[config.mk]
export PLATFORM = sky130hd
export DESIGN_NAME = framed_packet_receiver
export DESIGN_NICKNAME = d
export VERILOG_FILES = /design/src/hdl/frp_pkg.sv /design/src/hdl/framed_packet_receiver.sv /design/src/hdl/frp_in_stage.sv /design/src/hdl/frp_parser.sv /design/src/hdl/frp_out_stage.sv
export VERILOG_INCLUDE_DIRS = /design/src /design/src/hdl
export SDC_FILE = /design/constraint.sdc
export NUM_CORES = 1
export LEC_CHECK = 0
export BUFFER_PORTS_ARGS = -buffer_cell sky130_fd_sc_hd__buf_2
export CORE_MARGIN = 2
export CORE_UTILIZATION = 45
export CTS_CLUSTER_SIZE = 10
export DETAILED_ROUTE_END_ITERATION = 6
export PLACE_DENSITY = 0.72
export RECOVER_POWER = 100
export SLEW_MARGIN = 0
export SYNTH_ARGS = -nofsm -noshare
export SYNTH_HDL_FRONTEND = slang
export SYNTH_SLANG_ARGS = --single-unit
[constraint.sdc]
create_clock -name clk -period 6.06 [get_ports clk]
set_input_delay 1.212 -clock clk [delete_from_list [all_inputs] [get_ports clk]]
set_output_delay 1.212 -clock clk [all_outputs]
set_load 0.02 [all_outputs]
[src/hdl/framed_packet_receiver_assert.svh]
// assertion macros used by the receiver parser module
`ifndef FRAMED_PACKET_RECEIVER_ASSERT_SVH
`define FRAMED_PACKET_RECEIVER_ASSERT_SVH

// plain property, sampled on clk, off while reset is asserted
`define FRP_ASSERT(lbl, prop, msg) \
	lbl: assert property (@(posedge clk) disable iff (!arst_n) (prop)) else $error(msg);

// overlapping implication
`define FRP_ASSERT_IMP(lbl, ante, cons, msg) \
	lbl: assert property (@(posedge clk) disable iff (!arst_n) (ante) |-> (cons)) else $error(msg);

// next-cycle implication
`define FRP_ASSERT_NXT(lbl, ante, cons, msg) \
	lbl: assert property (@(posedge clk) disable iff (!arst_n) (ante) |=> (cons)) else $error(msg);

`endif

[src/hdl/frp_pkg.sv]
package frp_pkg;

	// header and token characters
	localparam logic [7:0] CH_U     = 8'h55;
	localparam logic [7:0] CH_N     = 8'h4E;
	localparam logic [7:0] CH_E     = 8'h45;
	localparam logic [7:0] CH_R     = 8'h52;
	localparam logic [7:0] CH_COLON = 8'h3A;

	// xor of the fixed header characters and the token
	localparam logic [7:0] HDR_XOR = CH_U ^ CH_N ^ CH_E ^ CH_R ^ CH_COLON;

	// tick count loaded by a start byte after reset
	localparam logic [7:0] RELOAD_AT_RESET = 8'd5;

	typedef enum logic [2:0] {
		ST_HUNT  = 3'd0,
		ST_N     = 3'd1,
		ST_E     = 3'd2,
		ST_R     = 3'd3,
		ST_LEN   = 3'd4,
		ST_TOKEN = 3'd5,
		ST_BODY  = 3'd6
	} parse_state_t;

	typedef struct packed {
		logic       mode;
		logic [7:0] rx_byte;
	} item_t;

	typedef struct packed {
		logic       payload_valid;
		logic [7:0] payload_byte;
		logic       is_command;
		logic       frame_done;
		logic       frame_good;
	} result_t;

endpackage

[src/hdl/framed_packet_receiver.sv]
// framed packet receiver
// input channel: in_valid / in_stall with mode and rx_byte; mode 0 carries a
// received byte, mode 1 a timeout tick. a request is taken at an edge with
// in_valid high and in_stall low.
// output channel: out_valid / out_stall with payload_valid, payload_byte,
// is_command, frame_done and frame_good; every request gives one result.
// config channel: cfg_valid / cfg_ready with timeout_reload; cfg_ready is
// always high; write it only while no request is in flight.
// pipeline: a taken request is held in the input register, then its result
// is loaded into the result register and shows on the outputs; one request
// per cycle is sustained while out_stall is low, the parser state updating
// as a request moves from the input register to the result register.
// reset: arst_n clears both registers' valid flags, puts the parser in the
// hunt for a start byte and sets the timeout reload register to 5.
// stall: while out_stall holds a full result register, the input register
// keeps its request and in_stall goes high; one request more can wait.
module framed_packet_receiver (
	input  logic       clk,
	input  logic       arst_n,
	input  logic       in_valid,
	output logic       in_stall,
	input  logic       mode,
	input  logic [7:0] rx_byte,
	output logic       out_valid,
	input  logic       out_stall,
	output logic       payload_valid,
	output logic [7:0] payload_byte,
	output logic       is_command,
	output logic       frame_done,
	output logic       frame_good,
	input  logic       cfg_valid,
	output logic       cfg_ready,
	input  logic [7:0] timeout_reload
);

	frp_pkg::item_t   item;
	frp_pkg::item_t   item_s1;
	frp_pkg::result_t res;
	frp_pkg::result_t res_q;
	logic             valid_s1;
	logic             advance;
	logic [7:0]       reload_q;

	assign item.mode    = mode;
	assign item.rx_byte = rx_byte;

	// timeout reload register
	assign cfg_ready = 1'b1;
	always_ff @(posedge clk or negedge arst_n) begin
		if (!arst_n) begin
			reload_q <= frp_pkg::RELOAD_AT_RESET;
		end else if (cfg_valid && cfg_ready) begin
			reload_q <= timeout_reload;
		end
	end

	frp_in_stage u_in (
		.clk      (clk),
		.arst_n   (arst_n),
		.in_valid (in_valid),
		.in_stall (in_stall),
		.item     (item),
		.advance  (advance),
		.valid_s1 (valid_s1),
		.item_s1  (item_s1)
	);

	frp_parser u_parser (
		.clk    (clk),
		.arst_n (arst_n),
		.step   (valid_s1 && advance),
		.item   (item_s1),
		.reload (reload_q),
		.res    (res)
	);

	frp_out_stage u_out (
		.clk       (clk),
		.arst_n    (arst_n),
		.valid_s1  (valid_s1),
		.res       (res),
		.advance   (advance),
		.out_valid (out_valid),
		.out_stall (out_stall),
		.res_q     (res_q)
	);

	assign payload_valid = res_q.payload_valid;
	assign payload_byte  = res_q.payload_byte;
	assign is_command    = res_q.is_command;
	assign frame_done    = res_q.frame_done;
	assign frame_good    = res_q.frame_good;

endmodule

[src/hdl/frp_in_stage.sv]
module frp_in_stage (
	input  logic            clk,
	input  logic            arst_n,
	input  logic            in_valid,
	output logic            in_stall,
	input  frp_pkg::item_t  item,
	input  logic            advance,
	output logic            valid_s1,
	output frp_pkg::item_t  item_s1
);

	logic            valid_q;
	frp_pkg::item_t  item_q;

	// the held request moves on whenever the result register can take it
	assign in_stall = valid_q && !advance;

	// request valid flag
	always_ff @(posedge clk or negedge arst_n) begin
		if (!arst_n) begin
			valid_q <= 1'b0;
		end else if (!in_stall) begin
			valid_q <= in_valid;
		end
	end

	// request payload
	always_ff @(posedge clk) begin
		if (!in_stall && in_valid) begin
			item_q <= item;
		end
	end

	assign valid_s1 = valid_q;
	assign item_s1  = item_q;

endmodule

[src/hdl/frp_parser.sv]
`include "framed_packet_receiver_assert.svh"

module frp_parser (
	input  logic              clk,
	input  logic              arst_n,
	input  logic              step,
	input  frp_pkg::item_t    item,
	input  logic [7:0]        reload,
	output frp_pkg::result_t  res
);

	frp_pkg::parse_state_t state_q, state_d;
	logic [7:0] bytes_left_q, bytes_left_d;
	logic [7:0] running_xor_q, running_xor_d;
	logic [7:0] ticks_left_q, ticks_left_d;
	logic       first_body_q, first_body_d;
	logic [7:0] b;
	logic [7:0] bl_dec;
	logic [7:0] tk_dec;
	logic       is_u;

	assign b      = item.rx_byte;
	assign is_u   = (b == frp_pkg::CH_U);
	assign bl_dec = bytes_left_q - 8'd1;
	assign tk_dec = ticks_left_q - 8'd1;

	// next state of the frame parser
	always_comb begin
		state_d       = state_q;
		bytes_left_d  = bytes_left_q;
		running_xor_d = running_xor_q;
		ticks_left_d  = ticks_left_q;
		first_body_d  = first_body_q;
		if (item.mode) begin
			// timeout tick
			if (state_q != frp_pkg::ST_HUNT) begin
				ticks_left_d = tk_dec;
				if (tk_dec == 8'd0) begin
					state_d = frp_pkg::ST_HUNT;
				end
			end
		end else begin
			case (state_q)
				frp_pkg::ST_HUNT: begin
					if (is_u) begin
						state_d      = frp_pkg::ST_N;
						ticks_left_d = reload;
					end
				end
				frp_pkg::ST_N: begin
					// a repeated start byte keeps waiting without a reload
					if (b == frp_pkg::CH_N) begin
						state_d = frp_pkg::ST_E;
					end else if (!is_u) begin
						state_d = frp_pkg::ST_HUNT;
					end
				end
				frp_pkg::ST_E: begin
					if (b == frp_pkg::CH_E) begin
						state_d = frp_pkg::ST_R;
					end else if (is_u) begin
						state_d      = frp_pkg::ST_N;
						ticks_left_d = reload;
					end else begin
						state_d = frp_pkg::ST_HUNT;
					end
				end
				frp_pkg::ST_R: begin
					if (b == frp_pkg::CH_R) begin
						state_d = frp_pkg::ST_LEN;
					end else if (is_u) begin
						state_d      = frp_pkg::ST_N;
						ticks_left_d = reload;
					end else begin
						state_d = frp_pkg::ST_HUNT;
					end
				end
				frp_pkg::ST_LEN: begin
					bytes_left_d = b;
					state_d      = frp_pkg::ST_TOKEN;
				end
				frp_pkg::ST_TOKEN: begin
					if (b == frp_pkg::CH_COLON) begin
						state_d       = frp_pkg::ST_BODY;
						running_xor_d = frp_pkg::HDR_XOR ^ bytes_left_q;
						first_body_d  = 1'b1;
					end else if (is_u) begin
						state_d      = frp_pkg::ST_N;
						ticks_left_d = reload;
					end else begin
						state_d = frp_pkg::ST_HUNT;
					end
				end
				frp_pkg::ST_BODY: begin
					bytes_left_d = bl_dec;
					first_body_d = 1'b0;
					if (bl_dec != 8'd0) begin
						running_xor_d = running_xor_q ^ b;
					end else begin
						state_d = frp_pkg::ST_HUNT;
					end
				end
				default: begin
					state_d = frp_pkg::ST_HUNT;
				end
			endcase
		end
	end

	// result fields for the current request
	always_comb begin
		res = '0;
		if (!item.mode && state_q == frp_pkg::ST_BODY) begin
			if (bl_dec != 8'd0) begin
				res.payload_valid = 1'b1;
				res.payload_byte  = b;
				res.is_command    = first_body_q;
			end else begin
				res.frame_done = 1'b1;
				res.frame_good = (b == running_xor_q);
			end
		end
	end

	// parser state registers
	always_ff @(posedge clk or negedge arst_n) begin
		if (!arst_n) begin
			state_q       <= frp_pkg::ST_HUNT;
			bytes_left_q  <= 8'd0;
			running_xor_q <= 8'd0;
			ticks_left_q  <= 8'd0;
			first_body_q  <= 1'b0;
		end else if (step) begin
			state_q       <= state_d;
			bytes_left_q  <= bytes_left_d;
			running_xor_q <= running_xor_d;
			ticks_left_q  <= ticks_left_d;
			first_body_q  <= first_body_d;
		end
	end

	// checks
	`FRP_ASSERT_NXT(a_hold_idle, !step, $stable(state_q) && $stable(bytes_left_q), "state moved without a request")
	`FRP_ASSERT_NXT(a_hunt_tick, step && item.mode && state_q == frp_pkg::ST_HUNT, $stable(ticks_left_q), "tick in hunt changed counter")
	`FRP_ASSERT_NXT(a_last_byte, step && !item.mode && state_q == frp_pkg::ST_BODY && bytes_left_q == 8'd1, state_q == frp_pkg::ST_HUNT, "frame did not close on checksum")
	`FRP_ASSERT_IMP(a_cmd_first, res.is_command, res.payload_valid && first_body_q, "command flag outside first body byte")

endmodule

[src/hdl/frp_out_stage.sv]
module frp_out_stage (
	input  logic              clk,
	input  logic              arst_n,
	input  logic              valid_s1,
	input  frp_pkg::result_t  res,
	output logic              advance,
	output logic              out_valid,
	input  logic              out_stall,
	output frp_pkg::result_t  res_q
);

	logic out_valid_q;

	// result register can load when empty or being taken
	assign advance = !out_valid_q || !out_stall;

	// result valid flag
	always_ff @(posedge clk or negedge arst_n) begin
		if (!arst_n) begin
			out_valid_q <= 1'b0;
		end else if (advance) begin
			out_valid_q <= valid_s1;
		end
	end

	// result payload
	always_ff @(posedge clk) begin
		if (advance && valid_s1) begin
			res_q <= res;
		end
	end

	assign out_valid = out_valid_q;

endmodule
Word-level counts from Yosys, hierarchy flattened
Index checks and enable logic that the tools add are counted.
- output and inout bits: 15
- input port bits: 22
- register bits: 59
- bitwise gates (word level): 4
- reduce and logical (&&, ||, !) cells: 24
- $add $sub $neg: 2
- eq/ne operators: 22
- multiplexer cells: 27
- operators with widths (cell ; count):
    8-bit two-way mux ; 8
    8-bit by 7-bit == test with 1-bit output, second input constant ; 4
    8-bit case mux with 2 select lines ; 2
    8-bit case mux with 4 select lines ; 1
    3-bit two-way mux ; 10
    3-bit case mux with 7 select lines ; 1
    8-bit by 1-bit subtractor with 8-bit output, second input constant ; 2
    3-bit != test, second input constant ; 4
    6-bit AND reduction ; 2
    10-bit two-way mux ; 1
    3-bit == test, second input constant ; 3
    8-bit by 6-bit == test with 1-bit output, second input constant ; 1
    8-bit == test ; 1
    8-bit logical NOT ; 1
    2-bit by 1-bit != test with 1-bit output, second input constant ; 4
    8-bit nonzero test ; 1
    8-bit XOR ; 1
    3-bit by 2-bit == test with 1-bit output, second input constant ; 2
    1-bit logical NOT ; 5
    5-bit AND reduction ; 1
    5-bit nonzero test ; 1
    1-bit logical AND ; 4
    4-bit != test, second input constant ; 1
    4-bit NOT ; 1
    14 further kinds ; 17

Depth between registers and ports, before layout
Gate-level depths: netlist (run 1).
- depth in word-level cells: 6
- depth in mapped cells: 7
- mapped depth without buffers: 7

Hierarchy
Synthesis (run 1) repeated with hierarchy kept, for this count alone.
- cell total of the unflattened synthesis: 332
- area total of the unflattened synthesis: 3303.2 um^2
- modules (own cells, without submodules) (module ; area an instance (um^2) ; cells each ; times used ; seq. area each (um^2)):
    frp_parser ; 2215.9 ; 282 ; 1 ; 700.7
    frp_out_stage ; 407.9 ; 16 ; 1 ; 385.4
    framed_packet_receiver ; 351.6 ; 20 ; 1 ; 202.7
    frp_in_stage ; 327.8 ; 14 ; 1 ; 295.3

Worst setup path before layout (run 1)
No wires, ideal clock.
- path kind: input port to output port
- start point: in out_stall
- end point: out in_stall
- setup slack: 3.397 ns
- arrival time: 1.451 ns
- buffers on the path: 0
- stages: 2
- data required time: 4.848 ns
- path through: nand3_1 > inv_1
- longest elaborated chain between the ends: 4
- RTL lines (item ; RTL line ; RTL):
    start, declared ; framed_packet_receiver.sv:25 ; input logic out_stall,
    1-bit logical NOT ; frp_out_stage.sv:15 ; assign advance = !out_valid_q || !out_stall;
    1-bit logical OR ; frp_out_stage.sv:15 ;
    1-bit logical NOT ; frp_in_stage.sv:16 ; assign in_stall = valid_q && !advance;
    1-bit logical AND ; frp_in_stage.sv:16 ;
    end, declared ; framed_packet_receiver.sv:21 ; output logic in_stall,
No other way between the ends.

Worst setup path in the final report (run 1)
Same ends and word-level chain as after synthesis.

==> impl_metrics.env, run 1 <==
export IMPL_crit_arrival_ps=1740
export IMPL_yosysTopAreaCellShare=0.2699
export IMPL_antenna_cells=0
export IMPL_nets=383
export IMPL_cts_root_buf="clkbuf_8"
export IMPL_insertion_delay_ps=330
export IMPL_start_util=0.4627
export IMPL_remaining_drc_errors=0
export IMPL_post_cts_buffers=0
export IMPL_ir_worst_vdd_mv=0.1737
export IMPL_cp_num_buf_inv=3
export IMPL_regToRegStartpoint="u_parser.ticks_left_q[1]"
export IMPL_final_util=0.5208
export IMPL_overflow=0
export IMPL_area_growth_pct=12.56
export IMPL_gp_congestion=0.8915
export IMPL_fmax_mhz=338.3
export IMPL_firstDrtPassIters=5
export IMPL_ctsHoldBuffers=0
export IMPL_worstMarginPinSlew_ps=2098
export IMPL_p_sw_frac=0.2789
export IMPL_fillerInstances=663
export IMPL_relSlewSlack=-0.3987
export IMPL_path_max_fanout=3
export IMPL_hold_depth=1
export IMPL_power_density_mw_per_mm2=299.4
export IMPL_synthArstFlopShare=0.6441
export IMPL_violations="max-capacitance violations, max-slew violations"
export IMPL_wire_per_inst_um=16.08
export IMPL_vias_per_cell=5.950
export IMPL_min_to="u_out.out_valid"
export IMPL_synth_area_per_cell_um2=10.05
export IMPL_status="finished, violations left"
export IMPL_grt_max_degree=39
export IMPL_drv_cap=1
export IMPL_die_y_um=90.13
export IMPL_min_from="u_in.valid_s1"
export IMPL_htree_levels=3
export IMPL_fin_crit_sh=0.4877
export IMPL_pwr_share_clk=0.380
export IMPL_final_cell_mix="36 x dfrtp_1, 30 x a21oi_1, 26 x o21ai_0"
export IMPL_synthCells=332
export IMPL_via_count=2743
export IMPL_reg2reg_depth=7
export IMPL_r2r_end="u_parser.state_q[1]"
export IMPL_die_w_um=90.13
export IMPL_hpwl_mm=5.097
export IMPL_synth_area_leaders="dfrtp_1 27%, edfxtp_1 19%, a21oi_1 4.5%"
export IMPL_rows=31
export IMPL_wl_mm=7.413
export IMPL_io_pins=37
export IMPL_cts_sinks=59
export IMPL_skew_ps=9.967
export IMPL_cts_tree="yes"
export IMPL_ys_warn_count=0
export IMPL_die_area_mm2=0.008123
export IMPL_clk_pin_slew_worst_paths_ps=70
export IMPL_grt_pass1_wl_mm=12.42
export IMPL_ff2ff_setup_slack_ps=3290
export IMPL_seq_power_share=0.454
export IMPL_finalHoldViolCount=0
export IMPL_grt_pass1_vias=2478
export IMPL_worstSetupEndpointType="output port"
export IMPL_yosysTopAreaCell="dfrtp_1"
export IMPL_ant_nets=0
export IMPL_layout_setup_ws_ps=3104
export IMPL_dp_cells=445
export IMPL_synthFlopType="dfrtp_1"
export IMPL_ys_types=65
export IMPL_setup_viol=0
export IMPL_synthesis_area_mm2=0.003338
export IMPL_leakage_uw=0.001515
export IMPL_fin_crit_ps=2956
export IMPL_rsz0062_at_grt="false"
export IMPL_gr_usage_all_layers=0.1902
export IMPL_synth_seq_cells=59
export IMPL_ys_seq_area_frac=0.4745
export IMPL_cts_buffers=9
export IMPL_path_common_cell="clkbuf_1"
export IMPL_startpoint_type="input port"
export IMPL_postCtsResizedCells=0
export IMPL_p_comb_frac=0.166
export IMPL_crit_path_top_delay_cell="clkbuf_1"
export IMPL_core_area_mm2=0.007214
export IMPL_antenna_found_initial=0
export IMPL_max_clock_path_buffers=2
export IMPL_io_buffers=35
export IMPL_hold_class="flip-flop to flip-flop"
export IMPL_required_ps=4850
export IMPL_final_common_cell="dfrtp_1"
export IMPL_p_sw_uw=313.8
export IMPL_synth_edf_count=21
export IMPL_instances_no_fill=461
export IMPL_final_layout_size_suffix_gt1_frac=0.1436
export IMPL_fin_tns_setup_ps=0
export IMPL_path_delay_family="buffers and inverters"
export IMPL_synth_nets=358
export IMPL_place_ws_ps=3075
export IMPL_p_int_uw=811.1
export IMPL_drv_slew=39
export IMPL_drt_initial_drc_count=340
export IMPL_path_cells="clkbuf_1 -> nand3_1 -> inv_1 -> clkbuf_1"
export IMPL_path_class="input port to output port"
export IMPL_slowest_delay_ps=220
worst register-to-register path, delay by kind of cell, from the launching register on:
family	cells	cell delay (ps)
adder cells (fa/ha/maj)	1	250
flip-flops	1	420
buffers and inverters	1	130
AO/OA/AOI/OAI	1	200
multiplexers	1	350
AND/OR/NAND/NOR	3	1320
state kept, by name, indices dropped and copies added (netlist names):
register,cells
u_out.out_valid,1
u_out.res_q,12
u_in.item_s1,9
u_parser.bytes_left_q,8
u_in.valid_s1,1
reload_q,8
u_parser.running_xor_q,8
u_parser.state_q,3
u_parser.first_body_q,1
u_parser.ticks_left_q,8
cell families after synthesis:
family / Yosys count / synth area share
buffers and inverters: 36 / 0.04722
flip-flops: 59 / 0.4745
AND/OR/NAND/NOR: 107 / 0.1938
multiplexers: 9 / 0.02961
other: 1 / 0.001123
AO/OA/AOI/OAI: 104 / 0.2073
adder cells (fa/ha/maj): 4 / 0.01499
XOR/XNOR: 12 / 0.03149
metal layers:
| metal | global-route usage | wire length [µm] | vias up |
|---|---|---|---|
| met1 | 0.2801 | 3433 | 1313 |
| met3 | 0.04359 | 584 | 7 |
| li1 | - | - | 1293 |
| met2 | 0.2807 | 3317 | 130 |
| met4 | 0.05513 | 78 | 0 |
| met5 | 0 | 0 | - |
power by group through the flow:
stage / registers, µW / logic [µW] / clock network, µW
floorplan: 494 / 161 / 0
global placement: 515 / 186 / 0
detailed placement: 517 / 190 / 0
CTS: 509 / 192 / 435
global route: 519 / 211 / 454
finish: 510 / 187 / 428
worst max-delay path by stage:
stage | startpoint | to | slack, ps | depth (start not counted)
after floorplan | out_stall | in_stall | 3400 | 2
after global placement | out_stall | u_parser.ticks_left_q[7] | 3180 | 6
after detailed placement | out_stall | u_parser.ticks_left_q[7] | 3080 | 6
after CTS | out_stall | in_stall | 3210 | 4
after global routing | arst_n | u_parser.running_xor_q[3] | 2930 | 1
final | out_stall | in_stall | 3100 | 4
through the flow:
step / total power (µW) / hold WS, ps / instance area, µm²
2_1_floorplan: 655.6 / 444.5 / 3338
3_3_place_gp: 700.8 / 465.0 / 3543
3_5_place_dp: 707.5 / 479.3 / 3543
4_1_cts: 1135 / 497.5 / 3794
5_1_grt: 1184 / 527.9 / 3757
6_report: 1125 / 487.0 / 3757
cells in the mapped netlist, drive strengths merged, types with 3 or more instances:
library cell	instances
dfrtp	36
a21oi	30
o21ai	27
edfxtp	21
nor2	19
nand2	15
clkbuf	12
inv	12
buf	11
and2	10
nor3	9
o22a	9
xor2	9
and3	8
mux2	7
nor4	7
o31ai	7
a31oi	6
nand3	6
a211oi	4
ha	4
nor4b	4
or2	4
or4	4
a22oi	3
and4b	3
nand2b	3
nand3b	3
o211ai	3
xnor2	3
layout make-up:
class,count,area [µm²],area share
multi-input combinational,237,1585,0.4219
sequential,59,1584,0.4216
clock buffer,14,215.2,0.05728
timing repair buffer,37,165.2,0.04396
tap,99,123.9,0.03297
inverter,13,48.80,0.01299
clock inverter,2,35.03,0.009324
No activity file was read; power rests on OpenSTA's default activity.
==> run 2, diff against run 1 <==
PLACE_DENSITY = 0.74   (was 0.72)
clock period = 2.59 ns   (was 6.06 ns; I/O delays follow)
==> run 2 against run 1 <==
  * The flow still finishes with violations (max-capacitance violations, max-slew violations)
  * Critical endpoint is now u_parser.state_q[1]
  * Highest routed layer unchanged
  * Clock power increased by 110%
  * Worst hold slack got worse by 130 ps
  * Total power increased by 130%
  * Setup slack got worse by 2900 ps
  * Count of clock-buffer cells in the layout decreased by 3
  * Critical path type is now flip-flop to flip-flop
==> impl_metrics.env, run 2 (same netlist as run 1, synthesis figures left out) <==
export IMPL_cts_root_buf="clkbuf_8"
export IMPL_clk_pin_slew_worst_paths_ps=70
export IMPL_ff2ff_setup_slack_ps=200
export IMPL_die_w_um=90.13
export IMPL_p_int_uw=1811
export IMPL_met2_usage=0.2788
export IMPL_ir_worst_vdd_mv=0.4113
export IMPL_remaining_drc_errors=0
export IMPL_max_clock_path_buffers=2
export IMPL_grt_pass1_wl_mm=12.81
export IMPL_final_cell_mix="36 x dfrtp_1, 30 x a21oi_1, 25 x o21ai_0"
export IMPL_wl_mm=7.401
export IMPL_r2r_end="u_parser.state_q[1]"
export IMPL_crit_arrival_ps=2610
export IMPL_grt_busiest_layer="met1"
export IMPL_ant_nets=0
export IMPL_placed_cell_area_mm2=0.003649
export IMPL_antenna_cells=0
export IMPL_io_buffers=35
export IMPL_fmax_mhz=419.1
export IMPL_setup_viol=0
export IMPL_drv_cap=1
export IMPL_antenna_found_initial=0
export IMPL_finalHoldViolCount=0
export IMPL_status="finished, violations left"
export IMPL_area_growth_pct=14.21
export IMPL_worstMarginPinSlew_ps=2132
export IMPL_largest_register_ffs=12
export IMPL_path_class="flip-flop to flip-flop"
export IMPL_worstSetupEndpointType="flip-flop"
export IMPL_p_sw_uw=752.9
export IMPL_skew_ps=10.00
export IMPL_violations="max-capacitance violations, max-slew violations"
export IMPL_wire_per_inst_um=15.58
export IMPL_regToRegStartpoint="u_parser.ticks_left_q[1]"
export IMPL_place_ws_ps=218.2
export IMPL_overflow=0
export IMPL_hold_depth=1
export IMPL_hold_class="input port to flip-flop"
export IMPL_ctsHoldBuffers=0
export IMPL_path_cells="inv_1 -> ha_1 -> or3b_2 -> a211oi_1 -> and4_4 -> o211ai_1 -> mux2_1"
export IMPL_rsz0062_at_grt="false"
export IMPL_path_delay_family="simple AND/OR/NAND/NOR gates"
export IMPL_hpwl_mm=5.193
export IMPL_htree_levels=3
export IMPL_firstDrtPassIters=5
export IMPL_largest_register="u_out.res_q"
export IMPL_reg2reg_depth=7
export IMPL_p_comb_frac=0.185
export IMPL_gr_usage_all_layers=0.1935
export IMPL_cts_buffers=9
export IMPL_fin_total_pwr_uw=2564
export IMPL_min_from="rx_byte[6]"
export IMPL_power_density_mw_per_mm2=672.5
export IMPL_seq_power_share=0.461
export IMPL_vias_per_cell=5.789
export IMPL_core_area_mm2=0.007214
export IMPL_insertion_delay_ps=340
export IMPL_pwr_share_clk=0.353
export IMPL_postCtsResizedCells=0
export IMPL_cts_sinks=59
export IMPL_grt_pass1_vias=2538
export IMPL_layout_setup_ws_ps=204.1
export IMPL_fillerInstances=674
export IMPL_die_y_um=90.13
export IMPL_drt_initial_drc_count=425
export IMPL_post_cts_buffers=0
export IMPL_path_max_fanout=5
export IMPL_cp_num_buf_inv=1
export IMPL_required_ps=2810
export IMPL_relSlewSlack=-0.4214
export IMPL_crit_path_top_delay_cell="or3b_2"
export IMPL_nets=397
export IMPL_drv_slew=39
export IMPL_grt_use_met1=0.2959
export IMPL_gp_congestion=0.8257
export IMPL_rows=31
export IMPL_min_to="u_in.item_s1[6]"
export IMPL_fin_tns_setup_ps=0
export IMPL_io_pins=37
export IMPL_die_area_mm2=0.008123
export IMPL_slowest_delay_ps=470
export IMPL_start_util=0.4627
export IMPL_cts_tree="yes"
export IMPL_design_area_mm2=0.003812
export IMPL_whs_ps=358.4
export IMPL_leakage_uw=0.001556
export IMPL_fin_crit_sh=0.9212
export IMPL_grt_max_degree=39
export IMPL_final_common_cell="dfrtp_1"
export IMPL_p_sw_frac=0.2937
export IMPL_fin_crit_ps=2386
export IMPL_grtUsageMet3=0.04023
export IMPL_final_layout_size_suffix_gt1_frac=0.1702
export IMPL_via_count=2750
export IMPL_startpoint_type="flip-flop"
==> run 2: cell types whose count changed in the layout (fill, tap and decap cells not counted), sizes merged <==
cell      before  now
clkinvlp       0    1
clkbuf        32   30
clkinv         2    3
bufinv         1    2
buf           19   32
==> run 2: worst max-delay path by stage <==
| stage | startpoint | cells past startpoint | to | slack [ps] |
|---|---|---|---|---|
| floorplan | u_parser.ticks_left_q[0] | 7 | u_parser.state_q[1] | 420 |
| global placement | u_parser.ticks_left_q[0] | 7 | u_parser.state_q[1] | 300 |
| detailed placement | u_parser.ticks_left_q[0] | 7 | u_parser.state_q[1] | 220 |
| CTS | u_parser.ticks_left_q[0] | 7 | u_parser.state_q[1] | 200 |
| global route | u_parser.ticks_left_q[0] | 7 | u_parser.state_q[2] | 70 |
| finish | u_parser.ticks_left_q[1] | 7 | u_parser.state_q[1] | 200 |
==> run 2: stage by stage <==
stage,util,cells
floorplan,-,332
CTS,0.5347,475
detailed placement,0.5057,459
finish,0.5284,475
global placement,0.5057,459
global route,0.5284,475
==> run 2: per-layer routing <==
layer  up-vias  wire (µm)
li1       1319          -
met4         0        105
met5         -          0
met2       131       3096
met3        12        435
met1      1288       3764
==> run 2: power by group through the flow <==
| stage | Sequential [µW] | Combinational (µW) | Clock (µW) |
|---|---|---|---|
| 2_1_floorplan | 1160 | 378 | 0 |
| 3_3_place_gp | 1190 | 470 | 0 |
| 3_5_place_dp | 1190 | 475 | 0 |
| 4_1_cts | 1180 | 478 | 920 |
| 5_1_grt | 1200 | 527 | 966 |
| 6_report | 1180 | 475 | 906 |
==> run 2: cell type report <==
cell class	count	area, µm²	share of cell area
sequential	59	1584	0.4155
multi-input combinational	237	1583	0.4152
timing repair buffer	51	264.0	0.06925
clock buffer	11	131.4	0.03446
tap	99	123.9	0.03249
clock inverter	5	77.57	0.02035
inverter	13	48.80	0.01280
==> run 3, diff against run 2 <==
--- a/config.mk
+++ b/config.mk
@@ -13,2 +13,3 @@
 export DETAILED_ROUTE_END_ITERATION = 6
+export GPL_TIMING_DRIVEN = 0
 export PLACE_DENSITY = 0.74
==> constraint.sdc (replaced) <==
create_clock -name clk -period 2.59 [get_ports clk]
set_input_delay 0 -clock clk [delete_from_list [all_inputs] [get_ports clk]]
set_output_delay 0 -clock clk [all_outputs]
set_load 0.02 [all_outputs]
==> run 3 against run 2 <==
  * The flow now finishes without violations
  * Wire length increased by 7.3%
  * Critical path depth unchanged
  * First-iteration DRC count decreased by 12%
  * Worst hold slack got worse by 190 ps
  * Critical path type unchanged
  * Largest cell class is now multi-input combinational cells
==> impl_metrics.env, run 3 (same netlist as run 1, synthesis figures left out) <==
export IMPL_antenna_cells=0
export IMPL_place_ws_ps=112.3
export IMPL_grt_pass1_vias=2714
export IMPL_final_cell_mix="36 x dfrtp_1, 30 x a21oi_1, 29 x clkbuf_1"
export IMPL_fin_crit_ps=2461
export IMPL_die_w_um=90.13
export IMPL_hpwl_mm=5.241
export IMPL_start_util=0.4627
export IMPL_reg2reg_depth=7
export IMPL_remaining_drc_errors=0
export IMPL_drv_slew=0
export IMPL_seq_power_share=0.474
export IMPL_clk_pin_slew_worst_paths_ps=70
export IMPL_core_area_mm2=0.007214
export IMPL_p_comb_frac=0.228
export IMPL_area_growth_pct=19.79
export IMPL_wl_mm=7.942
export IMPL_path_max_fanout=7
export IMPL_power_density_mw_per_mm2=607.9
export IMPL_ant_nets=0
export IMPL_path_class="flip-flop to flip-flop"
export IMPL_regToRegStartpoint="u_parser.ticks_left_q[0]"
export IMPL_final_util=0.5543
export IMPL_via_count=2881
export IMPL_ir_worst_vdd_mv=0.3904
export IMPL_rows=31
export IMPL_overflow=0
export IMPL_layout_setup_ws_ps=128.9
export IMPL_worstMarginPinSlew_ps=874.2
export IMPL_largest_register_ffs=12
export IMPL_firstDrtPassIters=5
export IMPL_drv_cap=0
export IMPL_drt_initial_drc_count=376
export IMPL_crit_path_top_delay_cell="or3b_2"
export IMPL_worstSetupEndpointType="flip-flop"
export IMPL_die_y_um=90.13
export IMPL_cts_tree="yes"
export IMPL_cts_root_buf="clkbuf_8"
export IMPL_p_sw_frac=0.3119
export IMPL_io_pins=37
export IMPL_final_common_cell="dfrtp_1"
export IMPL_io_buffers=35
export IMPL_hold_class="input port to flip-flop"
export IMPL_design_area_mm2=0.003999
export IMPL_rsz0062_at_grt="false"
export IMPL_min_from="cfg_valid"
export IMPL_slowest_delay_ps=510
export IMPL_gr_usage_all_layers=0.2018
export IMPL_crit_start="u_parser.ticks_left_q[0]"
export IMPL_ff2ff_setup_slack_ps=130
export IMPL_max_clock_path_buffers=2
export IMPL_p_sw_uw=758.2
export IMPL_die_area_mm2=0.008123
export IMPL_fmax_mhz=406.3
export IMPL_crit_path_end="u_parser.state_q[1]"
export IMPL_path_cells="inv_1 -> ha_1 -> or3b_2 -> a211oi_1 -> and4_1 -> o211ai_2 -> mux2_1"
export IMPL_required_ps=2800
export IMPL_pwr_share_clk=0.298
export IMPL_post_cts_buffers=0
export IMPL_grt_pass1_wl_mm=13.27
export IMPL_wire_per_inst_um=15.76
export IMPL_leakage_uw=0.001618
export IMPL_relSlewSlack=0.4172
export IMPL_placed_cell_area_mm2=0.003637
export IMPL_fillerInstances=666
export IMPL_status="finished clean"
export IMPL_fin_crit_sh=0.9502
export IMPL_grt_max_degree=39
export IMPL_skew_ps=8.252
export IMPL_antenna_found_initial=0
export IMPL_largest_register="u_out.res_q"
export IMPL_gp_congestion=0.9296
export IMPL_nets=426
export IMPL_startpoint_type="flip-flop"
export IMPL_p_int_uw=1673
export IMPL_finalHoldViolCount=0
export IMPL_crit_arrival_ps=2670
export IMPL_r2r_end="u_parser.state_q[1]"
export IMPL_cts_buffers=9
export IMPL_vias_per_cell=5.716
export IMPL_insertion_delay_ps=330
export IMPL_fin_tns_setup_ps=0
export IMPL_setup_viol=0
export IMPL_cts_sinks=59
export IMPL_htree_levels=3
export IMPL_final_layout_size_suffix_gt1_frac=0.1556
run 3: changes by cell type in the layout (fill, tap and decap cells not counted), sizes merged:
cell / change
dlygate4sd3: +22
clkbuf: +9
buf: -2
bufinv: -2
clkinv: +1
clkinvlp: +1
run 3: worst min-delay path by stage:
| stage | endpoint | slack [ps] | cells past startpoint |
|---|---|---|---|
| after floorplan | reload_q[1] | -300 | 0 |
| after global placement | u_out.out_valid | 170 | 1 |
| after detailed placement | reload_q[7] | 160 | 1 |
| after CTS | reload_q[0] | 160 | 4 |
| after global routing | reload_q[0] | 240 | 4 |
| final | reload_q[0] | 170 | 4 |
run 3: metal layers:
metal  wire (µm)  part of all wire  GRT usage  vias up
met5           0                 0          0        -
met4         188             0.024    0.08590        0
met3         564             0.071    0.03101       16
met2        3532              0.44     0.3051      134
met1        3657              0.46     0.2894     1361
li1            -                 -          -     1370
run 3: power groups by stage:
stage	sequential (µW)	combinational, µW	clock, µW
after floorplan	1160	378	0
after global placement	1160	501	0
after detailed placement	1170	512	0
after CTS	1150	548	733
after global routing	1160	608	776
final	1150	555	724
run 3: cell type report:
class | count | area, µm² | share of cell area
flip-flops and latches | 59 | 1584 | 0.3961
clock buffers | 11 | 141.4 | 0.03536
inverters | 13 | 48.80 | 0.01220
clock inverters | 5 | 28.78 | 0.007196
repair buffers | 57 | 377.9 | 0.09449
well taps | 99 | 123.9 | 0.03098
plain buffers | 23 | 106.4 | 0.02660
multi-input cells | 237 | 1588 | 0.3971
run 3: metrics by stage:
step	power, µW	hold slack (ps)	instances
floorplan	1534	-295.6	332
global placement	1659	169.4	466
detailed placement	1678	162.5	466
CTS	2429	157.8	504
global route	2548	235.3	504
finish	2431	168.7	504
run 3: repair_timing:
action | 4_1_cts | 5_1_grt
endpoints found under the setup margin | 0 | 2
endpoints found under the hold margin | 55 | 0
resized for setup | 0 | 1
hold buffers | 22 | 0
run 3: worst max-delay path: cells and delay by family (launching register included):
family	cells	cell delay, ps
buffers and inverters	1	110
DFF	1	460
and+or+nand+nor	2	820
adders and majority gates	1	220
AOI/OAI and AO/OA	2	390
muxes	1	340
